[config.mk]
export PLATFORM = sky130hd
export DESIGN_NAME = pipc_front
export DESIGN_NICKNAME = d
export VERILOG_FILES = /design/src/rtl/pipc_pkg.sv /design/src/rtl/pipc_front.sv
export SDC_FILE = /design/constraint.sdc
export NUM_CORES = 1
export LEC_CHECK = 0
export BUFFER_PORTS_ARGS = -buffer_cell sky130_fd_sc_hd__buf_2
export CAP_MARGIN = 20
export CORE_AREA = 2 2 141 143
export DETAILED_ROUTE_END_ITERATION = 6
export DIE_AREA = 0 0 143 145
export PLACE_DENSITY = 0.95
export SLEW_MARGIN = 20
export SYNTH_ARGS = -nofsm -noshare
export SYNTH_HDL_FRONTEND = slang
export SYNTH_SLANG_ARGS = --single-unit
[constraint.sdc]
create_clock -name vclk -period 19.6
set_clock_uncertainty 0.05 [all_clocks]
set_input_delay 3.92 -clock vclk [all_inputs]
set_output_delay 3.92 -clock vclk [all_outputs]
set_load 0.01 [all_outputs]
[src/rtl/pipc_pkg.sv]
// Shared types and constants for the point-in-polygon crossing counter.
package pipc_pkg;

  localparam int RAY_END_X = 10000;
  localparam logic signed [31:0] RAY_X_Q = 32'(RAY_END_X * 65536);

  localparam int          CNT_W     = 11;
  localparam logic [10:0] COUNT_MAX = 11'd1024;

  localparam int QDEPTH = 4;
  localparam int QAW    = $clog2(QDEPTH);

  localparam int RES_DEPTH = 2;
  localparam int RAW       = $clog2(RES_DEPTH);

  typedef enum logic [0:0] {
    REG_QUERY_X,
    REG_QUERY_Y
  } cfg_reg_t;

  typedef enum logic [1:0] {
    CLS_SKIP,
    CLS_COUNT,
    CLS_TEST
  } cls_t;

  typedef struct packed {
    cls_t               cls;
    logic               last;
    logic               qge;
    logic               rin;
    logic signed [32:0] dx;
    logic signed [32:0] dy;
    logic signed [32:0] qay;
    logic signed [32:0] qax;
    logic signed [32:0] rax;
  } edge_cmd_t;

  typedef struct packed {
    logic             interior;
    logic [CNT_W-1:0] total;
  } res_t;

endpackage

[src/rtl/pipc_front.sv]
// Front end: classifies each incoming edge and prepares the differences for the back end.
module pipc_front (
  input  logic signed [31:0]   query_x,
  input  logic signed [31:0]   query_y,
  input  logic signed [31:0]   edge_ax,
  input  logic signed [31:0]   edge_ay,
  input  logic signed [31:0]   edge_bx,
  input  logic signed [31:0]   edge_by,
  input  logic                 last_edge,
  output pipc_pkg::edge_cmd_t  cmd
);

  logic               skip_box;
  logic               on_a;
  logic               on_b;
  logic               q_at_end;
  logic signed [31:0] min_x;
  logic signed [31:0] max_x;
  pipc_pkg::cls_t     cls;

  always_comb begin
    skip_box = (query_y < edge_ay && query_y < edge_by) ||
               (query_y > edge_ay && query_y > edge_by) ||
               (query_x > edge_ax && query_x > edge_bx);
    q_at_end = (query_x == pipc_pkg::RAY_X_Q);
    on_a     = (edge_ay == query_y) || q_at_end;
    on_b     = (edge_by == query_y) || q_at_end;
    if (skip_box || (on_a && on_b)) begin
      cls = pipc_pkg::CLS_SKIP;
    end else if (on_a) begin
      cls = (edge_by > query_y) ? pipc_pkg::CLS_COUNT : pipc_pkg::CLS_SKIP;
    end else if (on_b) begin
      cls = (edge_ay > query_y) ? pipc_pkg::CLS_COUNT : pipc_pkg::CLS_SKIP;
    end else begin
      cls = pipc_pkg::CLS_TEST;
    end
  end

  always_comb begin
    min_x    = (edge_ax < edge_bx) ? edge_ax : edge_bx;
    max_x    = (edge_ax < edge_bx) ? edge_bx : edge_ax;
    cmd.cls  = cls;
    cmd.last = last_edge;
    cmd.qge  = (query_x >= min_x);
    cmd.rin  = (pipc_pkg::RAY_X_Q >= min_x) && (pipc_pkg::RAY_X_Q <= max_x);
    cmd.dx   = $signed({edge_bx[31], edge_bx}) - $signed({edge_ax[31], edge_ax});
    cmd.dy   = $signed({edge_by[31], edge_by}) - $signed({edge_ay[31], edge_ay});
    cmd.qay  = $signed({query_y[31], query_y}) - $signed({edge_ay[31], edge_ay});
    cmd.qax  = $signed({query_x[31], query_x}) - $signed({edge_ax[31], edge_ax});
    cmd.rax  = $signed({pipc_pkg::RAY_X_Q[31], pipc_pkg::RAY_X_Q}) -
               $signed({edge_ax[31], edge_ax});
  end

endmodule

==> results.sh <==
export IMPL_outcome="completed"
export IMPL_track_usage=0.334
export IMPL_drc=0
export IMPL_cp_num_buf_inv=3
export IMPL_coreArea_mm2=0.0192
export IMPL_period_minus_slack_ns=13.08
export IMPL_rows=51
export IMPL_fp_dieW_um=143
export IMPL_cts_hold_buf=0
export IMPL_maxSlewViolCount=0
export IMPL_syn_avg_cell_area_um2=6.87
export IMPL_use_met3=0.0650
export IMPL_via_per_inst=6.19
export IMPL_crit_chain="buf_2 -> inv_1 -> ha_1 -> a21o_1 -> a21oi_1 -> nand2_1 -> o211ai_1 -> a21oi_1 -> a41oi_1 -> a41o_2 -> nor2_1 -> a21oi_1 -> ha_1 -> a21o_1 -> a21o_1 -> a21o_1 -> a21o_1 -> a21o_1 -> a31oi_1 -> o21ai_0 -> a221oi_1 -> nand2_1 -> buf_2"
export IMPL_hpwl_mm=32.7
export IMPL_clockBufferCount=0
export IMPL_leakage_nw=6.52
export IMPL_grt_pass1_wl_mm=57.7
export IMPL_vias=13000
export IMPL_synthCells=1500
export IMPL_synth_area_mm2=0.0103
export IMPL_wl_per_cell_um=17.9
export IMPL_ff_latch_area_um2=0
export IMPL_dp_cells=2105
export IMPL_slew_headroom=0.314
export IMPL_antenna_found_initial=3
export IMPL_critPathRequiredTime_ns=15.63
export IMPL_path_class="primary input to output pin"
export IMPL_grt_setup_unrepaired="false"
export IMPL_start_util=0.537
export IMPL_synth_warnings=0
export IMPL_endpoint_kind="output pin"
export IMPL_path_max_fanout=64
export IMPL_cp_start_kind="primary input"
export IMPL_first_global_vias=11900
export IMPL_drt_iter0_drc=990
export IMPL_fin_crit_sh=0.667
export IMPL_drive_above_1_share=0.205
export IMPL_yosysTopAreaCell="ha_1"
export IMPL_slowest_delay_ns=0.87
export IMPL_cts_setup_buffers=0
export IMPL_io_buffers=361
export IMPL_synth_top_area_share=0.277
export IMPL_layout_commonest_cell="buf_2"
export IMPL_grt_max_degree=65
export IMPL_syn_num_nets=1925
export IMPL_gp_congestion=1.04
export IMPL_arrival_ns=9.11
export IMPL_finalWirelength_mm=37.7
export IMPL_worstMarginPinSlew_ns=1.03
export IMPL_die_h_um=145
export IMPL_worstHoldStart="last_edge"
export IMPL_pre_cts_slack_ns=6.73
export IMPL_hold_viol_final=0
export IMPL_crit_path_frequent_cell="a21o_1"
export IMPL_cts_resized=0
export IMPL_crit_start="edge_ax[6]"
export IMPL_layout_cells_non_filler=2107
export IMPL_syn2layout_area_growth_pct=20.0
export IMPL_dr_pass1_iters=6
export IMPL_num_io_pins=363
export IMPL_gr_usage_met2=0.536
export IMPL_yosysSeqAreaShare=0
export IMPL_yosys_cell_types_count=73
export IMPL_yosys_top_cells_area="ha_1, xnor2_1, a21oi_1"
export IMPL_gr_total_overflow=0
export IMPL_setup_viol=0
export IMPL_final_util=0.644
export IMPL_max_cap_viol_count=0
export IMPL_hold_path_class="primary input to output pin"
export IMPL_dieArea_mm2=0.0207
export IMPL_max_freq_mhz=76.5
export IMPL_n_sequential_cell=0
export IMPL_cp_slowest_cell="a41o_2"
export IMPL_setup_tns_ns=0
export IMPL_ir_worst_vdd_uv=21.3
export IMPL_drtAntennaViolNets=0
export IMPL_layout_common_cells="buf_2, ha_1, inv_1"
export IMPL_nets=2267
export IMPL_busiest_layer="met2"
export IMPL_timing_final_ws_setup_ns=6.52
export IMPL_p_per_area_mw_per_mm2=38.1
export IMPL_fin_hold_ws_ns=7.79
export IMPL_cp_top_family="compound AO/OA/AOI/OAI gates"
export IMPL_grtUsageMet1=0.440
## cell families (layout without fill, tap and decap cells)
kind of cell	count (synthesis)	in the layout	synth area share
multiplexers	3	3	0.00303
other	0	2	0
buffers and inverters	202	542	0.0743
adder cells (fa/ha/maj)	232	232	0.285
AO/OA/AOI/OAI	488	488	0.307
XOR/XNOR	132	132	0.112
AND/OR/NAND/NOR	443	443	0.219
## through the flow
stage                     total power, mW  cell area, um^2
after global routing                0.509            12400
after global placement              0.447            12400
after floorplan                     0.295            10300
final                               0.471            12400
after CTS                           0.460            12400
after detailed placement            0.458            12400
## per-layer routing
layer,vias to the layer above,part of all wire
li1,6205,-
met1,5967,0.42
met2,716,0.44
met3,151,0.091
met4,2,0.044
met5,-,0.00032
## final timing paths
| check | end | slack, ns | cells past startpoint |
|---|---|---|---|
| hold / removal | cmd[167] | 7.79 | 0 |
| setup / recovery | cmd[166] | 6.52 | 23 |
## cell usage after synthesis, types with 5 or more instances
library cell	count
ha_1	228
inv_1	181
a21oi_1	153
nor2_1	136
xnor2_1	98
o21ai_0	77
nand2_1	66
a21o_1	61
nand3_1	44
nand4_1	41
nor3_1	38
xor2_1	34
o21a_1	31
nor2b_1	21
clkbuf_1	19
nor4_1	18
a31oi_1	17
nand2b_1	17
o21bai_1	17
a211oi_1	15
and3_1	15
o211ai_1	15
o31a_1	11
o31ai_1	11
a211o_1	7
a221oi_1	7
and2_1	7
or3_1	7
a2111oi_0	6
a21boi_0	6
a41oi_1	6
o21ai_1	6
and4_1	5
or2_2	5
## layout make-up
type / count / area [um^2]
well taps: 265 / 332
inverters: 181 / 679
multi-input cells: 1298 / 9540
fillers: 1709 / 6840
diodes: 2 / 5.00
repair buffers: 361 / 1810
## power breakdown
group	internal (mW)	leakage (nW)	total, mW	switching (mW)
registers	0	0	0	0
logic	0.194	6.52	0.471	0.276
clock network	0.0000000136	0.0000127	0.0000000137	0
total	0.194	6.52	0.471	0.276
(Power assumes the default switching activity.)
