File: src/rtl/pipc_pkg.sv
// Shared types and constants for the point-in-polygon crossing counter.
package pipc_pkg;

  localparam int RAY_END_X = 10000;
  localparam logic signed [31:0] RAY_X_Q = 32'(RAY_END_X * 65536);

  localparam int          CNT_W     = 11;
  localparam logic [10:0] COUNT_MAX = 11'd1024;

  localparam int QDEPTH = 4;
  localparam int QAW    = $clog2(QDEPTH);

  localparam int RES_DEPTH = 2;
  localparam int RAW       = $clog2(RES_DEPTH);

  typedef enum logic [0:0] {
    REG_QUERY_X,
    REG_QUERY_Y
  } cfg_reg_t;

  typedef enum logic [1:0] {
    CLS_SKIP,
    CLS_COUNT,
    CLS_TEST
  } cls_t;

  typedef struct packed {
    cls_t               cls;
    logic               last;
    logic               qge;
    logic               rin;
    logic signed [32:0] dx;
    logic signed [32:0] dy;
    logic signed [32:0] qay;
    logic signed [32:0] qax;
    logic signed [32:0] rax;
  } edge_cmd_t;

  typedef struct packed {
    logic             interior;
    logic [CNT_W-1:0] total;
  } res_t;

endpackage

File: src/rtl/pipc_queue.sv
// Short edge queue that decouples the front end from the back end.
module pipc_queue (
  input  logic                clk,
  input  logic                rst_n,
  input  logic                push,
  input  pipc_pkg::edge_cmd_t cmd_in,
  output logic                full,
  input  logic                pop,
  output pipc_pkg::edge_cmd_t cmd_out,
  output logic                empty
);

  pipc_pkg::edge_cmd_t           mem_r [pipc_pkg::QDEPTH];
  logic [pipc_pkg::QAW-1:0]      wr_r;
  logic [pipc_pkg::QAW-1:0]      wr_nxt;
  logic [pipc_pkg::QAW-1:0]      rd_r;
  logic [pipc_pkg::QAW-1:0]      rd_nxt;
  logic [pipc_pkg::QAW:0]        cnt_r;
  logic [pipc_pkg::QAW:0]        cnt_nxt;
  logic                          do_push;
  logic                          do_pop;

  always_comb begin
    full    = (cnt_r == (pipc_pkg::QAW+1)'(pipc_pkg::QDEPTH));
    empty   = (cnt_r == '0);
    do_push = push && !full;
    do_pop  = pop && !empty;
    wr_nxt  = do_push ? wr_r + 1'b1 : wr_r;
    rd_nxt  = do_pop ? rd_r + 1'b1 : rd_r;
    cnt_nxt = cnt_r;
    if (do_push && !do_pop) begin
      cnt_nxt = cnt_r + 1'b1;
    end else if (do_pop && !do_push) begin
      cnt_nxt = cnt_r - 1'b1;
    end
    cmd_out = mem_r[rd_r];
  end

  always_ff @(posedge clk) begin
    if (!rst_n) begin
      wr_r  <= '0;
      rd_r  <= '0;
      cnt_r <= '0;
    end else begin
      wr_r  <= wr_nxt;
      rd_r  <= rd_nxt;
      cnt_r <= cnt_nxt;
    end
  end

  always_ff @(posedge clk) begin
    if (do_push) begin
      mem_r[wr_r] <= cmd_in;
    end
  end

endmodule

File: config.mk
export PLATFORM = sky130hd
export DESIGN_NAME = pipc_queue
export DESIGN_NICKNAME = d
export VERILOG_FILES = /design/src/rtl/pipc_pkg.sv /design/src/rtl/pipc_queue.sv
export SDC_FILE = /design/constraint.sdc
export NUM_CORES = 1
export LEC_CHECK = 0
export BUFFER_PORTS_ARGS = -buffer_cell sky130_fd_sc_hd__buf_2
export CAP_MARGIN = 10
export CORE_ASPECT_RATIO = 0.5
export CORE_MARGIN = 2
export CORE_UTILIZATION = 40
export DETAILED_ROUTE_END_ITERATION = 10
export GPL_TIMING_DRIVEN = 0
export RECOVER_POWER = 100
export SETUP_SLACK_MARGIN = 0.3
export SKIP_CTS_REPAIR_TIMING = 1
export SYNTH_ARGS = -nofsm -noshare
export SYNTH_HDL_FRONTEND = slang
export SYNTH_SLANG_ARGS = --single-unit
File: constraint.sdc
create_clock -name clk -period 10.6 [get_ports clk]
set_input_delay 1.59 -clock clk [delete_from_list [all_inputs] [get_ports clk]]
set_output_delay 1.59 -clock clk [all_outputs]
set_load 0.05 [all_outputs]
==> reports/summary.md, run 1 <==
By area the synthesized netlist is led by edfxtp_1, mux4_2, dfxtp_1. On the final layout, the worst hold slack is 0.5143 ns. After synthesis, the mean cell area works out to 26.68 µm².

The run gives 252 as the number of pins with negative max-slew slack in the final report. The DRC violation total after the first TritonRoute iteration is 751, and the shortest period the worst path allows is 6.317 ns. Dividing the detail-routed wire length by the instance count gives 23.13 µm. The clock transition at the registers of the reported paths was 0.06 ns; the flop-to-flop setup slack was 4.81 ns.

The run finished, with violations left. The checks that failed: capacitance limit, slew limit. met2 is the most crowded layer. The height of the chip came out at 180.7 µm. The highest attainable clock frequency was 158.3 MHz; the sum of internal, switching and leakage power was 0.008271 W. Entering global routing, the biggest net connects 61 pins. Global routing used 16.08% of the available tracks.

The run gives 9.026 nW as the static leakage. Measured on the finished design, the core utilization comes to 48.28%. The worst setup path is captured at a register. The number of setup violations in the final report came out at 0. The kind of critical path was input pin to register. The worst setup margin was 4.283 ns.

The path with the worst hold slack has its endpoint at wr_r[1]. For met1 alone, demand over resource in global routing was 18.08%. The total CTS buffers is 66, and the mean number of vias per cell is 4.979.

The detail route stage leaves a number of antenna-violating nets equal to 0. After synthesis the netlist holds a flip-flop and latch count of 689. Number of detailed-routing iterations run before antenna repair: 5. The worst hold path begins at wr_r[1]. Clock tree skew after final layout: 0.01678 ns.

The cell area that synthesis handed to floorplanning was 24980 µm². Once the floorplan was initialized, standard cells occupied 40.67% of the core. Setup repair after global routing left no endpoint under its margin. The horizontal die dimension came out at 357.4 µm.

The startpoint identified for the worst register-to-register timing path is cnt_r[0]. The tools report the worst-skew pair later-pin latency as 0.58 ns. Of the synthesized area, sequential elements account for 82.48%. The first global-routing pass estimated 76.40 mm of wire. For the worst setup path, the data required time is 10.82 ns.

The worst hold path passes through 2 cells. The power density relative to cell area was 278.9 nW/µm²; the relative area change from synthesis to final layout was 18.72%. STA classifies the critical path startpoint as an input pin. The post-placement worst setup slack is 6.532 ns. The overall via count from detail_route is 11138. Number of cells traversed by the worst register-to-register path: 7. After routing, the total negative slack on setup checks comes to 0 ns. The Yosys step of the flow raised 0 warnings. The number of maximum-capacitance violations was 7; the number of failing hold endpoints at the final stage was 0.

The clock tree synthesis step divided the H-tree into 3 levels. The met2 routing resource usage after global routing was 30.55%. The logs give 0 for the global route total overflow and 34.11 mm for the detailed placement HPWL. Port buffering added 344 buffers.

Synthesis produced a netlist with a net count of 1116. For the post-synthesis cell type count, the log shows 22. 346 I/O pins were placed.

The full die area came out at 64580 µm². The tools report the worst reg2reg path endpoint as mem_r[3][68]. The initial antenna violation count came out at 4. The worst hold path belongs to the class register to register. For this run, design rule violations remaining after detail routing come to 0. For the pin with the worst max-slew slack, the measured transition is 3.970 ns. Counting the fill cells in the layout gives 5079. The floorplan step defined a core boundary enclosing 61420 µm². The worst path uses 59.60% of the clock period. The cell accounting for the most synthesized area is edfxtp_1. The net total in the final layout was 1540. Fraction of layout instances using a drive strength above 1: 21.39%. TritonCTS built the clock tree.

The via count of the first global-routing pass is 12111, and the maximum clock path buffer count is 3. Global routing consumed, on the met3 layer, 2.869% of the routing resources. The congestion estimate from routability-driven global placement came to 0.7026. For the worst setup path, the data arrival time is 6.54 ns. The relative slew slack was -164.8%.

For the placement row count, the log shows 64. The worst-case vdd ir drop is 0.1179 mV. Counting every sink on the clock net gives 689. The tools report the number of instances in the synthesized netlist as 936.

The largest driver fanout on the critical path came out at 60. Of the post-synthesis cell area, the dominant cell type holds 81.76%. The cell at the root of the clock tree is clkbuf_16. Wires add up to 51.73 mm.
report_power, final:
group / internal [W] / switching, W / total (W)
registers: 0.00331 / 0.0000609 / 0.00337
logic: 0.000725 / 0.00189 / 0.00261
clock network: 0.00131 / 0.000974 / 0.00229
total: 0.00535 / 0.00292 / 0.00827
synth_stat cells:
cell type,count
a21boi_0,1
and2_1,8
buf_2,19
buf_6,12
clkbuf_1,9
dfxtp_1,9
edfxtp_1,680
fa_1,1
ha_1,5
inv_1,3
mux2i_1,3
mux4_2,170
nand2_1,4
nor2b_1,2
nor3_1,1
nor3b_1,1
o21ai_0,1
o311ai_0,1
o31ai_1,1
or3_1,1
xnor2_1,3
xor2_1,1
cells by family after synthesis:
| kind of cell | Yosys count | share of synthesized area (%) |
|---|---|---|
| AO/OA/AOI/OAI | 4 | 0.1152 |
| XOR/XNOR | 4 | 0.1403 |
| adder cells (fa/ha/maj) | 6 | 0.3306 |
| buffers and inverters | 43 | 1.102 |
| flip-flops | 689 | 82.48 |
| multiplexers | 173 | 15.45 |
| AND/OR/NAND/NOR | 17 | 0.3857 |
layer usage:
metal  vias to the layer above  routed length, µm
li1                       4914                  -
met1                      5959              18810
met5                         -                  0
met4                         0               1262
met3                        81               1629
met2                       184              30030
flip-flops by register name, indices dropped and copies added (netlist names), named ones only:
name,flops
mem_r,680
cnt_r,3
rd_r,2
wr_r,2
how the worst max path moves through the flow:
stage | from | to | slack [ns] | cells after the start
6_report | push | mem_r[3][68] | 4.28 | 7
5_1_grt | push | mem_r[3][68] | 3.79 | 7
4_1_cts | register | cmd_out[148] | 6.29 | 5
3_5_place_dp | push | mem_r[3][69] | 6.53 | 7
3_3_place_gp | push | mem_r[1][66] | 1.02 | 4
2_1_floorplan | push | mem_r[0][0] | 4.19 | 3
cells in the final DEF (no fill, tap or decap), types with 3 or more instances in the layout:
master	synthesis	routed
and2_0	0	7
buf_16	0	9
buf_2	19	20
buf_6	12	12
bufinv_16	0	5
clkbuf_1	9	359
clkbuf_16	0	69
clkinv_1	0	21
clkinv_2	0	10
dfxtp_1	9	9
diode_2	0	5
edfxtp_1	680	680
ha_1	5	5
inv_1	3	3
mux2i_1	3	3
mux4_2	170	170
nand2_1	4	4
xnor2_1	3	3
final cells by class:
cell class / instances / area [µm²] / area share [%]
Timing Repair Buffer: 356 / 1567 / 5.283
Clock inverter: 41 / 322.8 / 1.089
Buffer: 40 / 249.0 / 0.8397
Inverter: 3 / 11.26 / 0.03798
Tap cell: 825 / 1032 / 3.481
Antenna cell: 5 / 12.51 / 0.04220
Clock buffer: 74 / 1755 / 5.920
Sequential cell: 689 / 20600 / 69.47
Multi-Input combinational cell: 204 / 4101 / 13.83
critical path: stages:
cell,delay (ns)
buf_2,0.08
nor2b_1,0.12
clkbuf_1,0.30
and2_0,1.32
clkbuf_1,2.35
buf_16,0.30
buf_16,0.34
through the flow:
step / instances / instance area, µm²
floorplan: 936 / 24980
global placement: 2105 / 27730
detailed placement: 2117 / 28070
CTS: 2232 / 30150
global route: 2236 / 29650
finish: 2237 / 29650
(Power assumes the default switching activity.)
==> inputs of run 2 (changes only) <==
==> constraint.sdc (replaced) <==
create_clock -name clk -period 5.6 [get_ports clk]
set_input_delay 0.84 -clock clk [delete_from_list [all_inputs] [get_ports clk]]
set_output_delay 0.84 -clock clk [all_outputs]
set_load 0.05 [all_outputs]
==> run 2 against run 1 <==
Net effect:
- the run still ends with capacitance limit, slew limit left
- core utilization down 0.30 points
- final area down 0.62%
- clock skew down 0.0048 ns
- clock power up 69%
- sequential power up 89%
- clock-buffer cell count up 3
- die area unchanged
- final cell count down 0.49%
- routed wire length down 1.5%
- sequential share of layout area up 0.44 points
- flip-flop and latch count unchanged
- critical path type is now register to output port
- critical endpoint is now cmd_out[55]
- largest power group unchanged
- highest routed layer unchanged
==> reports/summary.md, run 2 (synthesized netlist as in run 1, its figures left out) <==
The tools report the startpoint of the lowest-slack register-to-register path as cnt_r[0]. The number of I/O port buffers is 344 (unchanged). The post-route non-filler standard cell count came out at 2226 (-0.49%). Placement row count: 64 (unchanged). Critical path required time: 4.76 ns (-6.06 ns). The relative slew slack was -81.84% (+83 points). The clock network power share came out at 25.5% (-2.1 points). Maximum number of pins on one net before global-route repair: 59 (-3.3%).

The run gives 3 (unchanged) as the maximum clock path buffer count. The DRC violation total after the first TritonRoute iteration was 827 (+10%). The final weighted congestion in routability-driven placement is 0.7148 (+1.7%), and the number of detailed-routing iterations run before antenna repair is 5 (unchanged). TritonCTS built the clock tree. The power density relative to cell area was 516.0 nW/µm² (+85%); the length of routed wiring on met1 was 18.57 mm (-1.3%).

The worst reg2reg path endpoint is mem_r[1][153]. The shortest period the worst path allows came out at 4.351 ns. The beginning of the worst hold path was cmd_in[140]. Number of failing hold endpoints at the final stage: 0 (unchanged). The worst path arrival time is 3.51 ns (-3.03 ns), and the horizontal die dimension is 357.4 µm (unchanged).

The library cells used most frequently in the layout, excluding fill and tap cells, are edfxtp_1, clkbuf_1, mux4_2. For the number of antenna-violating nets in the routed design, the log shows 0 (unchanged). The number of cells traversed by the worst register-to-register path was 7 (unchanged). The number of H-tree levels came out at 2 (-1). Number of maximum-capacitance violations: 4 (-3). The final routed wirelength across all metal layers was 50.95 mm (-1.5%).

The tools report the net load switching power as 0.005430 W (+86%). The number of inserted filler cells in the final layout was 5066 (-0.26%). The tools report the cell at the root of the clock tree as clkbuf_16.

For the worst-case vdd ir drop, the log shows 0.3482 mV (+200%). The cell count after placement is 2117 (unchanged). The total CTS buffers came out at 60 (-9.1%).

The highest metal layer carrying signal wires in the routed design is met4. The run gives 0 (unchanged) as the global route total overflow. The wire length of the first global-routing pass was 74.88 mm (-2.0%). The most critical setup path has its endpoint at cmd_out[55]. Clock transition at the registers of the reported paths: 0.06 ns (about the same). The height of the chip came out at 180.7 µm (unchanged). The static leakage was 8.965 nW (-0.67%); the clock net sink count was 689 (unchanged). For the number of setup violations in the final report, the log shows 0 (unchanged).

The full die area was 64580 µm² (unchanged); the overall via count from detail_route was 11021 (-1.1%). The run gives 11816 (-2.4%) as the via count of the first global-routing pass. For the overall fraction of global-route tracks in use, the log shows 15.74% (-0.33 points). The flip-flop count of the largest register, all copies and words added was 680 (unchanged). The relative area change from synthesis to final layout came out at 17.97%. Setup repair after global routing left no endpoint under its margin.

The fraction of layout instances using a drive strength above 1 works out to 21.90% (+0.51 points). The mean number of vias per cell is 4.951 (-0.56%), and the transition time at the pin with the least slew margin is 2.726 ns (-1.244 ns). The worst setup path is launched from a register.

In the final layout, the registers with the most flip-flops are mem_r (680), cnt_r (3). The worst-skew pair later-pin latency is 0.60 ns (+0.02 ns), and the flop-to-flop setup slack is 1.44 ns (-3.37 ns). The count of pins on the block boundary was 346 (unchanged). The detailed placement HPWL is 34.08 mm (about the same). Initial antenna violation count: 3 (-1). The routed wire length on met3 is 1.687 mm (+3.6%). Largest driver fanout on the critical path: 10 (-83%).

The average wire length per cell after detail routing was 22.89 µm (-1.0%); the share of total power consumed by net switching was 35.71% (+0.38 points). The clock tree skew after final layout is 0.01194 ns (-0.004839 ns). The path category of the worst min-delay check is input pin to register. The run gives 41.9% (+1.1 points) as the fraction of power consumed by sequential logic. The run finished, with violations left. The initial core utilization is 40.67% (unchanged), and the sum of negative setup slack is 0 ns (unchanged).

The most common library cell in the layout ignoring fill and taps is edfxtp_1. For the internal portion of total power, the log shows 0.009775 W (+83%). DRC violations left: 0 (unchanged).

STA classifies the critical path endpoint as an output port. Dividing the final minimum period by the clock period gives 77.70%. The area of the core is 61420 µm² (unchanged), and the number of pins with negative max-slew slack in the final report is 107 (-58%). For this run, the top clock speed supported by timing is 229.8 MHz. The checks that failed: capacitance limit, slew limit. The logs give 1534 (-0.39%) for the net total in the final layout and 29.38 mm (-2.2%) for the routed length on met2. The combinational cell fraction of total power is 32.6% (+1.0 points). By startpoint and endpoint, the worst setup path is classified as register to output port. The register with the most flip-flops in the final layout is mem_r.
==> run 2: metal layers <==
metal  up-vias  global-route usage (%)
met3        76                   2.808
li1       4909                       -
met2       146                   30.01
met5         -                       0
met4         0                   4.689
met1      5890                   17.90
==> run 2: power groups by stage <==
stage	registers [W]	clock network, W	logic [W]
after floorplan	0.00648	0	0.00391
after global placement	0.00653	0	0.00508
after detailed placement	0.00648	0	0.00521
after CTS	0.00637	0.00399	0.00522
after global routing	0.00641	0.00421	0.00520
final	0.00637	0.00387	0.00496
==> run 2: cell type report <==
| type | count | area (µm²) | share of cell area, % |
|---|---|---|---|
| flip-flops and latches | 689 | 20600 | 69.91 |
| inverters | 3 | 11.26 | 0.03822 |
| plain buffers | 40 | 251.5 | 0.8535 |
| repair buffers | 356 | 1653 | 5.609 |
| multi-input cells | 204 | 4101 | 13.92 |
| clock inverters | 28 | 220.2 | 0.7473 |
| clock buffers | 77 | 1587 | 5.384 |
| well taps | 825 | 1032 | 3.503 |
| diodes | 4 | 10.01 | 0.03397 |
==> run 2: worst min-delay path by stage <==
stage                          to  slack (ns)  cells past startpoint
CTS                 mem_r[0][120]        0.41                      1
detailed placement        wr_r[1]        0.51                      2
global route         mem_r[3][97]        0.47                      1
finish              mem_r[1][140]        0.49                      1
floorplan                 wr_r[1]        0.47                      2
global placement          wr_r[0]        0.49                      2
==> run 2: stage by stage <==
step                      cell area (µm²)  hold WS, ns  utilization [%]  total power [W]  setup slack [ns]
after floorplan                     24980       0.4677                -          0.01039             1.832
after global placement              27740       0.4856            45.16          0.01161           0.03938
after detailed placement            28070       0.5090            45.70          0.01170             2.227
after CTS                           29880       0.4063            48.65          0.01559             2.166
after global routing                29460       0.4660            47.97          0.01582             1.076
final                               29470       0.4946            47.98          0.01521             1.249
==> run 2: worst max-delay path, cell delays in order (launching register included) <==
cell and delay (ns):
dfxtp_1 0.30, clkbuf_1 0.47, clkbuf_1 0.69, clkbuf_1 0.59, mux4_2 0.34, clkbuf_1 0.51
==> inputs of run 3 (changes only) <==
--- a/config.mk
+++ b/config.mk
@@ -5,6 +5,7 @@
 export SDC_FILE = /design/constraint.sdc
 export NUM_CORES = 1
 export LEC_CHECK = 0
+export ABC_AREA = 1
 export BUFFER_PORTS_ARGS = -buffer_cell sky130_fd_sc_hd__buf_2
 export CAP_MARGIN = 10
 export CORE_ASPECT_RATIO = 0.5
==> constraint.sdc (replaced) <==
create_clock -name clk -period 4.03 [get_ports clk]
set_input_delay 0.6045 -clock clk [delete_from_list [all_inputs] [get_ports clk]]
set_output_delay 0.6045 -clock clk [all_outputs]
set_load 0.05 [all_outputs]
==> run 3 against run 2 <==
Net effect:
- the run still ends with capacitance limit, slew limit left
- clock skew up 0.0053 ns
- worst setup slack lost 0.94 ns
- area after synthesis is 3.1% higher
- sequential power is 39% higher
- clock-buffer cell count is 1 higher
- highest routed layer unchanged
- largest power group unchanged
- final cell count grew 37%
==> reports/summary.md, run 3 <==
The flow ran to the end, but the final reports show violations. The final reports fail on capacitance limit, slew limit. The longest individual stage delay on the worst path came out at 0.49 ns (-0.20 ns). The root buffer cell chosen for the clock tree is clkbuf_16.

The number of instances in the synthesized netlist was 1714 (+83%); the overall fraction of global-route tracks in use was 18.83% (+3.1 points). The horizontal die dimension works out to 362.8 µm (+1.5%). Ranked by instance count, the synthesized netlist is headed by edfxtp_1, nor2_1, o21ai_0. TritonCTS built the clock tree.

The fraction of synthesis flops using an asynchronous set or reset pin works out to 0% (unchanged). The path category of the worst min-delay check was input pin to register. The power density relative to cell area is 734.4 nW/µm² (+42%).

Total CTS buffers: 61 (+1.7%). After synthesis, the cell types taking the most area are edfxtp_1, nor2_1, o22ai_1. The total of warnings raised by yosys came out at 0 (unchanged). In the final layout, the registers with the most flip-flops are mem_r (680), cnt_r (3).

The area of the core is 63350 µm² (+3.2%). The final routed wirelength across all metal layers was 64.60 mm (+27%). The DRC violation total after the first TritonRoute iteration is 1174 (+42%), and the maximum clock path buffer count is 3 (unchanged).

The clock net sink count is 689 (unchanged), and the flip-flop count of the largest register, all copies and words added is 680 (unchanged). The clock transition at the registers of the reported paths is 0.07 ns (about the same), and the mean number of vias per cell is 5.115 (+3.3%). Via count of the first global-routing pass: 15188 (+29%). Post-synthesis cell type count: 22 (unchanged).

Height of the chip: 183.4 µm (+1.5%). The initial antenna violation count was 9 (+6); the number of setup violations in the final report was 0 (unchanged). Most common cell in the netlist: edfxtp_1.

Traced cell by cell, the critical path runs through buf_4 > inv_2 > buf_2 > clkbuf_1 > o21ai_1 > o22ai_1 > clkbuf_1. The initial core utilization was 40.65% (about the same); the proportion of synthesized chip area in sequential cells was 79.99% (-2.5 points). The number of enable-type register cells in the synthesized netlist is 680 (unchanged), and the maximum number of pins on one net before global-route repair is 30 (-49%). The transition time at the pin with the least slew margin came out at 1.945 ns (-0.7810 ns). The run gives 3 (-1) as the number of maximum-capacitance violations. The post-synthesis sequential element count was 689 (unchanged).

The share of Yosys cell area claimed by the top area cell type is 79.29% (-2.5 points). By startpoint and endpoint, the worst setup path is classified as register to output port. The post-synthesis instance area was 25750 µm² (+3.1%).

The final critical-path share of the clock period is 92.43%. Counting flops per register, the top entry is mem_r. The category of the worst setup path capture point is an output port.

Static leakage: 10.10 nW (+13%). The net total in the final layout is 2329 (+52%), and the DRC violations left is 0 (unchanged). The count of pins on the block boundary was 346 (unchanged); the number of I/O port buffers was 345 (+0.29%). The run gives 93.37 mm (+25%) as the wire length of the first global-routing pass. For the number of H-tree levels, the log shows 2 (unchanged). The highest attainable clock frequency came out at 268.5 MHz. The logs give 3.43 ns (-1.33 ns) for the critical path required time and 0.02255 W (+48%) for the sum of internal, switching and leakage power.

The tools report the worst-case vdd ir drop as 0.3487 mV (+0.15%). Relative to the synthesized area, the layout overhead comes to 19.25%. Setup repair after global routing left no endpoint under its margin. The run gives 65 (+1.6%) as the placement row count.

In the layout the commonest cells are edfxtp_1, nor2_1, clkbuf_1. Summed over all instances, the cell type with the most area after synthesis is edfxtp_1. The tools report the sum of negative setup slack as 0 ns (unchanged). Number of failing hold endpoints at the final stage: 0 (unchanged). The most used flip-flop cell after synthesis is edfxtp_1.

The fraction of layout instances using a drive strength above 1 is 11.64% (-10 points). The average cell area after synthesis was 15.02 µm² (-44%). The detailed placement HPWL is 41.50 mm (+22%), and the number of pins with negative max-slew slack in the final report is 69 (-36%). The run gives 0.01725 ns (+0.005311 ns) as the clock tree skew after final layout.

The tools report the worst-skew pair later-pin latency as 0.62 ns (+0.02 ns). In this design, the critical path's most frequently occurring cell is clkbuf_1. The total nets after synthesis is 1894 (+70%).

Worst path arrival time: 3.12 ns (-0.39 ns). The final weighted congestion in routability-driven placement is 0.7932 (+11%). STA classifies the critical path startpoint as a register.

The run gives 66550 µm² (+3.1%) as the full die area. The average wire length per cell after detail routing came out at 21.21 µm (-7.3%). The overall via count from detail_route is 15580 (+41%).

The run gives 5 (unchanged) as the number of detailed-routing iterations run before antenna repair. The run gives 0 (unchanged) as the number of antenna-violating nets in the routed design. For this design, the slowest cell found on the critical path is clkbuf_1. The shortest period the worst path allows works out to 3.725 ns. The library cell used most frequently in the layout, excluding fill and tap cells, is edfxtp_1. The largest driver fanout on the critical path was 10 (unchanged).

The global route total overflow was 0 (unchanged); the relative slew slack was -30.15% (+52 points).
[run 3: layout make-up]
| class | count | area, µm² |
|---|---|---|
| fill | 5534 | 32650 |
| sequential | 689 | 20600 |
| multi-input combinational | 895 | 4304 |
| timing repair buffer | 372 | 1848 |
| clock buffer | 78 | 1633 |
| tap | 837 | 1047 |
| buffer | 112 | 775.7 |
| clock inverter | 35 | 401.6 |
| inverter | 18 | 75.07 |
| antenna | 10 | 25.02 |
[run 3: metrics by stage]
stage	area [µm²]	setup WS, ns	cells	hold slack (ns)	util (%)
3_3_place_gp	28560	-1.999	2896	0.4895	45.08
2_1_floorplan	25780	0.3003	1714	0.4648	-
6_report	30710	0.3052	3046	0.2454	48.47
5_1_grt	30710	0.2451	3045	0.2181	48.47
4_1_cts	31180	0.5221	3036	0.1632	49.21
3_5_place_dp	29140	1.195	2923	0.5012	46.00
[run 3: worst max-delay path, delay by kind of cell, from the launching register on]
kind            cells  cell delay (ns)
buf+inv             5             1.87
flops               1             0.30
compound gates      2             0.33
[run 3: final timing paths]
path	from	end	slack, ns	cells after the start
worst max register to register	cnt_r[0]	mem_r[1][131]	0.50	6
worst min register to register	rd_r[0]	rd_r[0]	0.52	2
worst max-delay path	register	cmd_out[98]	0.31	7
worst min-delay path	cmd_in[149]	mem_r[2][149]	0.25	1
[run 3: layer usage]
metal  GRT usage [%]  vias up  wire (µm)
li1                -     7400          -
met1           23.23     7705      25670
met2           33.18      367      34150
met3           2.887      108       2702
met4           7.967        0       2074
met5               0        -          0
[run 3: cell families after synthesis]
kind of cell    Yosys count  share of synthesized area (%)
simple gates            374                          5.485
xor+xnor                  1                        0.03402
flops                   689                          79.99
buf+inv                 130                          3.352
compound gates          514                          10.82
fa+ha+maj                 6                         0.3207
[run 3: where the power goes]
part / switching, W / total [W] / internal [W]
Sequential: 0.000154 / 0.00885 / 0.00870
Clock: 0.00252 / 0.00595 / 0.00343
Combinational: 0.00611 / 0.00775 / 0.00165
